`config.mk`:
```
export PLATFORM = sky130hd
export DESIGN_NAME = seconds_to_calendar
export DESIGN_NICKNAME = d
export VERILOG_FILES = /design/src/rtl/s2c_pkg.sv /design/src/rtl/seconds_to_calendar.sv
export SDC_FILE = /design/constraint.sdc
export NUM_CORES = 2
export LEC_CHECK = 0
export BUFFER_PORTS_ARGS = -buffer_cell sky130_fd_sc_hd__buf_2
export CAP_MARGIN = 5
export CORE_ASPECT_RATIO = 1.75
export CORE_MARGIN = 1.5
export CORE_UTILIZATION = 52
export DETAILED_ROUTE_END_ITERATION = 8
export GPL_TIMING_DRIVEN = 0
export PLACE_DENSITY = 0.74
export REMOVE_ABC_BUFFERS = 1
export SLEW_MARGIN = 20
export SYNTH_ARGS = -nofsm -noshare
export SYNTH_HDL_FRONTEND = slang
export SYNTH_SLANG_ARGS = --single-unit
```
`constraint.sdc`:
```
create_clock -name clk -period 15.9 [get_ports clk]
set_clock_uncertainty 0.1 [all_clocks]
set_input_delay 0.795 -clock clk [delete_from_list [all_inputs] [get_ports clk]]
set_output_delay 0.795 -clock clk [all_outputs]
set_load 0.02 [all_outputs]
```
`src/rtl/s2c_pkg.sv`:
```
`timescale 1ns / 1ps

package s2c_pkg;

	// Seconds per day is 675 * 128; the low seven bits bypass the divider.
	localparam int unsigned DayShift    = 7;
	localparam int unsigned DayDivisor  = 675;
	localparam int unsigned DayRecip    = 25451658;  // floor(2^34 / 675)
	localparam int unsigned DayRecipSh  = 34;

	localparam int unsigned CycleDays   = 1461;
	localparam int unsigned CycleRecip  = 45933;     // floor(2^26 / 1461)
	localparam int unsigned CycleRecipSh = 26;

	localparam int unsigned SecsPerHour = 3600;
	localparam int unsigned HourRecip   = 4660;      // floor(2^24 / 3600)
	localparam int unsigned HourRecipSh = 24;

	localparam int unsigned SecsPerMin  = 60;
	localparam int unsigned MinRecip    = 1092;      // floor(2^16 / 60)
	localparam int unsigned MinRecipSh  = 16;

	localparam int unsigned DaysPerYear = 365;
	localparam int unsigned BaseYear    = 2001;
	localparam int unsigned FinalYear   = 2099;
	localparam int unsigned DayLimit    =
		(FinalYear - BaseYear + 1) * DaysPerYear + (FinalYear - BaseYear + 1) / 4;

	typedef logic [8:0] doy_t;

	localparam doy_t MonthStartNormal [12] = '{
		9'd0, 9'd31, 9'd59, 9'd90, 9'd120, 9'd151,
		9'd181, 9'd212, 9'd243, 9'd273, 9'd304, 9'd334
	};

	localparam doy_t MonthStartLeap [12] = '{
		9'd0, 9'd31, 9'd60, 9'd91, 9'd121, 9'd152,
		9'd182, 9'd213, 9'd244, 9'd274, 9'd305, 9'd335
	};

	function automatic doy_t month_start(input logic leap, input logic [3:0] idx);
		doy_t start;
		start = 9'd0;
		if (idx < 4'd12) begin
			start = leap ? MonthStartLeap[idx] : MonthStartNormal[idx];
		end
		return start;
	endfunction

endpackage

```
`src/rtl/seconds_to_calendar.sv`:
```
`timescale 1ns / 1ps

// Channel  Direction  Transaction contents
// s_*      in         tdata[31:0] seconds_count
// m_*      out        tdata: year, month, day_of_month, hour, minute, second; tuser: out_of_range
//
// Every transaction runs through nine register stages, the last of which is the output register;
// a new transaction can enter every cycle unless back-pressure on m_tready stalls the pipeline.
// The constant divisions are reciprocal multiplications followed by one correction step,
// and every product is registered in the stage that computes it, which sets the depth.
// Reset clears only the stage valid bits.
// Each stage holds while the stage after it is full and stalled, so bubbles are squeezed out.

module seconds_to_calendar (
	input  logic        clk,
	input  logic        arst_n,
	input  logic        s_tvalid,
	output logic        s_tready,
	input  logic [31:0] s_tdata,   // [31:0] seconds_count
	output logic        m_tvalid,
	input  logic        m_tready,
	output logic [39:0] m_tdata,   // [11:0] year, [15:12] month, [20:16] day_of_month,
	                               // [25:21] hour, [31:26] minute, [37:32] second, [39:38] zero
	output logic        m_tuser    // [0] out_of_range
);

	logic v_s1, v_s2, v_s3, v_s4, v_s5, v_s6, v_s7, v_s8, v_s9;
	logic en1, en2, en3, en4, en5, en6, en7, en8, en9;

	assign en9 = !v_s9 || m_tready;
	assign en8 = !v_s8 || en9;
	assign en7 = !v_s7 || en8;
	assign en6 = !v_s6 || en7;
	assign en5 = !v_s5 || en6;
	assign en4 = !v_s4 || en5;
	assign en3 = !v_s3 || en4;
	assign en2 = !v_s2 || en3;
	assign en1 = !v_s1 || en2;

	assign s_tready = en1;
	assign m_tvalid = v_s9;

	always_ff @(posedge clk or negedge arst_n) begin
		if (!arst_n) begin
			v_s1 <= 1'b0;
			v_s2 <= 1'b0;
			v_s3 <= 1'b0;
			v_s4 <= 1'b0;
			v_s5 <= 1'b0;
			v_s6 <= 1'b0;
			v_s7 <= 1'b0;
			v_s8 <= 1'b0;
			v_s9 <= 1'b0;
		end else begin
			if (en1) v_s1 <= s_tvalid;
			if (en2) v_s2 <= v_s1;
			if (en3) v_s3 <= v_s2;
			if (en4) v_s4 <= v_s3;
			if (en5) v_s5 <= v_s4;
			if (en6) v_s6 <= v_s5;
			if (en7) v_s7 <= v_s6;
			if (en8) v_s8 <= v_s7;
			if (en9) v_s9 <= v_s8;
		end
	end

	// Stage 1: reciprocal product for the day count.
	logic [24:0] x_s1;
	logic [6:0]  lo_s1;
	logic [49:0] p1_s1;

	always_ff @(posedge clk) begin
		if (en1) begin
			x_s1  <= s_tdata[31:s2c_pkg::DayShift];
			lo_s1 <= s_tdata[s2c_pkg::DayShift-1:0];
			p1_s1 <= 50'(s_tdata[31:s2c_pkg::DayShift]) * 50'(s2c_pkg::DayRecip);
		end
	end

	// Stage 2: estimated day count and its back product.
	logic [15:0] q1;
	logic [15:0] q1_s2;
	logic [25:0] t1_s2;
	logic [24:0] x_s2;
	logic [6:0]  lo_s2;

	assign q1 = p1_s1[49:s2c_pkg::DayRecipSh];

	always_ff @(posedge clk) begin
		if (en2) begin
			q1_s2 <= q1;
			t1_s2 <= 26'(q1) * 26'(s2c_pkg::DayDivisor);
			x_s2  <= x_s1;
			lo_s2 <= lo_s1;
		end
	end

	// Stage 3: correct the estimate to give whole days and seconds of the day.
	logic [25:0] r1;
	logic [15:0] days_s3;
	logic [16:0] rem_s3;

	assign r1 = 26'(x_s2) - t1_s2;

	always_ff @(posedge clk) begin
		if (en3) begin
			if (r1 >= 26'(s2c_pkg::DayDivisor)) begin
				days_s3 <= q1_s2 + 16'd1;
				rem_s3  <= {10'(r1 - 26'(s2c_pkg::DayDivisor)), lo_s2};
			end else begin
				days_s3 <= q1_s2;
				rem_s3  <= {r1[9:0], lo_s2};
			end
		end
	end

	// Stage 4: out-of-range flag and reciprocal products for the four-year cycle and the hour.
	logic [15:0] days_s4;
	logic [16:0] rem_s4;
	logic        oor_s4;
	logic [31:0] pc_s4;
	logic [29:0] ph_s4;

	always_ff @(posedge clk) begin
		if (en4) begin
			days_s4 <= days_s3;
			rem_s4  <= rem_s3;
			oor_s4  <= days_s3 >= 16'(s2c_pkg::DayLimit);
			pc_s4   <= 32'(days_s3) * 32'(s2c_pkg::CycleRecip);
			ph_s4   <= 30'(rem_s3) * 30'(s2c_pkg::HourRecip);
		end
	end

	// Stage 5: estimates and back products.
	logic [5:0]  qc;
	logic [5:0]  qh;
	logic [5:0]  qc_s5;
	logic [5:0]  qh_s5;
	logic [16:0] tc_s5;
	logic [16:0] th_s5;
	logic [15:0] days_s5;
	logic [16:0] rem_s5;
	logic        oor_s5;

	assign qc = pc_s4[31:s2c_pkg::CycleRecipSh];
	assign qh = ph_s4[29:s2c_pkg::HourRecipSh];

	always_ff @(posedge clk) begin
		if (en5) begin
			qc_s5   <= qc;
			qh_s5   <= qh;
			tc_s5   <= 17'(qc) * 17'(s2c_pkg::CycleDays);
			th_s5   <= 17'(qh) * 17'(s2c_pkg::SecsPerHour);
			days_s5 <= days_s4;
			rem_s5  <= rem_s4;
			oor_s5  <= oor_s4;
		end
	end

	// Stage 6: corrected cycle, day of cycle, hour and seconds of the hour.
	logic [16:0] rc;
	logic [16:0] rh;
	logic [5:0]  cyc_s6;
	logic [10:0] rday_s6;
	logic [4:0]  hour_s6;
	logic [11:0] rs_s6;
	logic        oor_s6;

	assign rc = 17'(days_s5) - tc_s5;
	assign rh = rem_s5 - th_s5;

	always_ff @(posedge clk) begin
		if (en6) begin
			oor_s6 <= oor_s5;
			if (rc >= 17'(s2c_pkg::CycleDays)) begin
				cyc_s6  <= qc_s5 + 6'd1;
				rday_s6 <= 11'(rc - 17'(s2c_pkg::CycleDays));
			end else begin
				cyc_s6  <= qc_s5;
				rday_s6 <= rc[10:0];
			end
			if (rh >= 17'(s2c_pkg::SecsPerHour)) begin
				hour_s6 <= 5'(qh_s5 + 6'd1);
				rs_s6   <= 12'(rh - 17'(s2c_pkg::SecsPerHour));
			end else begin
				hour_s6 <= qh_s5[4:0];
				rs_s6   <= rh[11:0];
			end
		end
	end

	// Stage 7: year inside the cycle, day of year, minute product.
	logic [1:0]  yi;
	logic [10:0] ybase;
	logic [1:0]  yi_s7;
	logic [8:0]  doy_s7;
	logic [5:0]  cyc_s7;
	logic [4:0]  hour_s7;
	logic [11:0] rs_s7;
	logic [22:0] pm_s7;
	logic        oor_s7;

	always_comb begin
		if (rday_s6 >= 11'(3 * s2c_pkg::DaysPerYear)) begin
			yi    = 2'd3;
			ybase = 11'(3 * s2c_pkg::DaysPerYear);
		end else if (rday_s6 >= 11'(2 * s2c_pkg::DaysPerYear)) begin
			yi    = 2'd2;
			ybase = 11'(2 * s2c_pkg::DaysPerYear);
		end else if (rday_s6 >= 11'(s2c_pkg::DaysPerYear)) begin
			yi    = 2'd1;
			ybase = 11'(s2c_pkg::DaysPerYear);
		end else begin
			yi    = 2'd0;
			ybase = 11'd0;
		end
	end

	always_ff @(posedge clk) begin
		if (en7) begin
			yi_s7   <= yi;
			doy_s7  <= 9'(rday_s6 - ybase);
			cyc_s7  <= cyc_s6;
			hour_s7 <= hour_s6;
			rs_s7   <= rs_s6;
			pm_s7   <= 23'(rs_s6) * 23'(s2c_pkg::MinRecip);
			oor_s7  <= oor_s6;
		end
	end

	// Stage 8: month from the month start table, year, minute back product.
	logic        leap;
	logic [3:0]  mon;
	logic [5:0]  qm;
	logic [3:0]  mon_s8;
	logic [8:0]  doy_s8;
	logic        leap_s8;
	logic [11:0] year_s8;
	logic [4:0]  hour_s8;
	logic [11:0] rs_s8;
	logic [5:0]  qm_s8;
	logic [11:0] tm_s8;
	logic        oor_s8;

	assign leap = yi_s7 == 2'd3;
	assign qm   = pm_s7[21:s2c_pkg::MinRecipSh];

	always_comb begin
		mon = 4'd0;
		for (int k = 1; k < 12; k++) begin
			if (doy_s7 >= s2c_pkg::month_start(leap, 4'(k))) begin
				mon = 4'(k);
			end
		end
	end

	always_ff @(posedge clk) begin
		if (en8) begin
			mon_s8  <= mon;
			doy_s8  <= doy_s7;
			leap_s8 <= leap;
			year_s8 <= 12'(s2c_pkg::BaseYear) + {4'd0, cyc_s7, 2'd0} + {10'd0, yi_s7};
			hour_s8 <= hour_s7;
			rs_s8   <= rs_s7;
			qm_s8   <= qm;
			tm_s8   <= 12'(qm) * 12'(s2c_pkg::SecsPerMin);
			oor_s8  <= oor_s7;
		end
	end

	// Stage 9: output register.
	logic [11:0] rm;
	logic [5:0]  minute;
	logic [5:0]  second;
	logic [4:0]  day_of_month;
	logic [8:0]  dom_full;

	assign rm       = rs_s8 - tm_s8;
	assign dom_full = doy_s8 - s2c_pkg::month_start(leap_s8, mon_s8) + 9'd1;
	assign day_of_month = dom_full[4:0];

	always_comb begin
		if (rm >= 12'(s2c_pkg::SecsPerMin)) begin
			minute = qm_s8 + 6'd1;
			second = 6'(rm - 12'(s2c_pkg::SecsPerMin));
		end else begin
			minute = qm_s8;
			second = rm[5:0];
		end
	end

	always_ff @(posedge clk) begin
		if (en9) begin
			m_tuser <= oor_s8;
			if (oor_s8) begin
				m_tdata <= '0;
			end else begin
				m_tdata <= {2'd0, second, minute, hour_s8, day_of_month,
					mon_s8 + 4'd1, year_s8};
			end
		end
	end

endmodule
```
==> results.cfg <==
[floorplan]
row_count = 136
chipWidth_um = 216
dieArea_um2 = 81200
ioPinCount = 79
core_um2 = 78600
die_h_um = 376
start_util_pct = 52.5

[setup_path]
crit_family = adder cells
crit_top_cell = fa_1
worstSetupPathType = in -> reg
crit_chain = buf_2, fa_1, ha_1, inv_1, fa_1, inv_1, fa_1, fa_1, fa_1, inv_1, fa_1, inv_1, ha_1, o21a_1, o21ai_0, nor4_1, o211ai_1, a311oi_1, a21oi_1, o31ai_1, nor4_1, nor3_1, xnor2_1
end_kind = flip-flop
cp.arrival_ps = 8450
required_ps = 16120
r2r_slack_ps = 9480
worstPathMaxFanout = 11
critPathSlowestCell = nor4_1
cpPeakStageDelay_ps = 1030
path_buf_inv = 5
cp-start-kind = input port

[clock_tree]
path_clk_slew_ps = 60
cts_resized = 0
cts_made_buffers = 41
ctsHoldBuffers = 1
h-tree-depth = 2
clock_sinks = 447
clk_latency_ps = 570
cts_tree = built
cts_setup_buffers = 0
clk_path_buf_depth = 3
cts_root_buf = clkbuf_16

[synth]
syn-instance-count = 3562
yosysWarnings = 0
avgSynthCellArea_um2 = 11.6
async_flop_share_pct = 2.01
synth_area_um2 = 41300
ys_seq_area_share_pct = 32.4
yosysTopAreaCell = edfxtp_1
synth_edf_count = 438
yosys.area.top_type_share_pct = 31.9
synth_seq_cells = 447
synth_cell_types = 82
synth_ff_type = edfxtp_1
synth_area_leaders = edfxtp_1 (32%), ha_1 (25%), fa_1 (17%), inv_1 (6.6%), xnor2_1 (2.6%)

[global_routing]
grt_use_total_pct = 19.9
antenna_found_initial = 0
grt_pass1_vias = 27500
grt_pass1_wl_um = 129000
grt_max_degree = 57
overflow = 0

[sta]
finalSetupViolCount = 0
period_share_pct = 51.8
tightest_slew_ps = 1130
holdWs_ps = 296
rsz0062_at_grt = false
finalHoldViolations = 0
fin_tns_setup_ps = 0
period_minus_slack_ps = 8230
slew_headroom_pct = 23.7
fmax_mhz = 121
timing.final.max_slew_violations = 0

[job]
cap_violations = 0

[route]
viasPerCell = 5.44
drt_pass1_iterations = 5
dr_wl_met3_um = 1630
ant_nets = 0
dr.max_layer_used = met4
drtIter0Drc = 975
dr_wl_met2_um = 46300
wl_um = 78500
wire_per_inst_um = 16.6
vias = 25700
met1_length_um = 25900
drcViolationCount = 0

[place]
numPortBuffers = 76
dp.final_hpwl_um = 65400
globalplace.congestion = 0.931

[final_layout]
n_fill_cell = 6473
area_growth_pct = 7.31
final_cell_mix = ha_1 (832), inv_1 (722), edfxtp_1 (438), fa_1 (354), a21oi_1 (134)
final_common_cell = ha_1
drive_above_1_share_pct = 5.19
num_antenna_cells = 0
nNetsFinal = 4878

[outcome]
outcome = finished clean

[worst_hold_path]
hp-class = in -> reg
==> cells in the mapped netlist (7+ instances only) <==
| master | instances |
|---|---|
| a211o_1 | 9 |
| a211oi_1 | 13 |
| a21o_1 | 45 |
| a21oi_1 | 134 |
| a31o_2 | 12 |
| a31oi_1 | 17 |
| and2_1 | 13 |
| and3_1 | 26 |
| clkbuf_1 | 24 |
| dfrtp_1 | 9 |
| edfxtp_1 | 438 |
| fa_1 | 354 |
| ha_1 | 832 |
| inv_1 | 725 |
| mux2i_1 | 7 |
| nand2_1 | 86 |
| nand2b_1 | 27 |
| nand3_1 | 46 |
| nand3b_1 | 8 |
| nand4_1 | 23 |
| nor2_1 | 120 |
| nor2b_1 | 49 |
| nor3_1 | 42 |
| nor4_1 | 13 |
| o2111ai_1 | 14 |
| o211ai_1 | 9 |
| o21a_1 | 26 |
| o21ai_0 | 70 |
| o21bai_1 | 27 |
| o31a_1 | 7 |
| o31ai_1 | 11 |
| or2_2 | 13 |
| or3_1 | 17 |
| xnor2_1 | 122 |
| xor2_1 | 62 |
==> routing by layer <==
| metal | vias up | GRT usage (%) |
|---|---|---|
| met4 | 0 | 11.3 |
| met1 | 12600 | 18.0 |
| met3 | 212 | 1.59 |
| met2 | 390 | 41.8 |
| li1 | 12400 | - |
| met5 | - | 0 |
==> area by class of cell <==
type / instances / area [µm²] / share of cell area, %
Timing Repair Buffer: 84 / 532 / 1.20
Tap cell: 1035 / 1290 / 2.92
Clock inverter: 21 / 220 / 0.497
Sequential cell: 447 / 13400 / 30.2
Multi-Input combinational cell: 2357 / 25100 / 56.7
Inverter: 725 / 2720 / 6.14
Clock buffer: 49 / 1060 / 2.38
==> through the flow <==
stage	worst slack [ps]	instances	cell area [µm²]	util, %
6_report	7670	4718	44300	56.4
5_1_grt	7540	4718	44300	56.4
4_1_cts	7790	4718	44300	56.4
3_5_place_dp	7180	4647	43000	54.7
3_3_place_gp	6780	4640	42800	54.5
2_1_floorplan	9220	3529	41100	-
==> state kept, by name, summed over array words and instances, names as in the netlist, 7 cells and up <==
name and flops:
t1_s2 25, lo_s2 7, rem_s5 17, year_s8 12, doy_s7 9, rday_s6 11
q1_s2 16, days_s3 16, rs_s6 12, rem_s4 17, rs_s7 12, m_tdata 38
x_s2 25, x_s1 25, tc_s5 15, tm_s8 9, p1_s1 16, rs_s8 12
days_s5 16, th_s5 9, lo_s1 7, days_s4 16, rem_s3 17
==> path summary, 6_finish.rpt <==
| kind | start | endpoint | cells after the start |
|---|---|---|---|
| setup / recovery | s_tdata[21] | p1_s1[49] | 23 |
| hold / removal | s_tdata[3] | lo_s1[3] | 1 |
| setup reg to reg | days_s3[12] | pc_s4[31] | 21 |
| hold reg to reg | days_s4[4] | days_s5[4] | 0 |
| max in group asynchronous | arst_n | v_s7 | 2 |
| min in group asynchronous | arst_n | v_s3 | 2 |
==> cell families (layout without fill, tap and decap cells) <==
family	count (synthesis)	in the layout	share of synthesized area (%)
adders and majority gates	1186	1186	42.4
buffers and inverters	759	879	6.96
and+or+nand+nor	501	501	6.23
AOI/OAI and AO/OA	471	471	7.78
DFF	447	447	32.4
xor gates and xnor gates	184	184	3.90
muxes	13	13	0.333
other	1	2	0.00908
==> worst register-to-register path: stages, from the launching register on <==
cell and delay [ps]:
edfxtp_1 610, inv_1 190, ha_1 410, inv_1 80
fa_1 510, inv_1 70, fa_1 520, inv_1 50
fa_1 470, fa_1 540, fa_1 550, inv_1 40
ha_1 280, nand2_1 60, nor2_1 150, nand3_1 100
o2111a_1 310, o311a_1 410, o21ai_0 310, a21oi_1 160
o21bai_1 170, xnor2_1 80
Power is not shown: default switching activity piles up to over one toggle a cycle in this logic, so the estimate is an artifact.
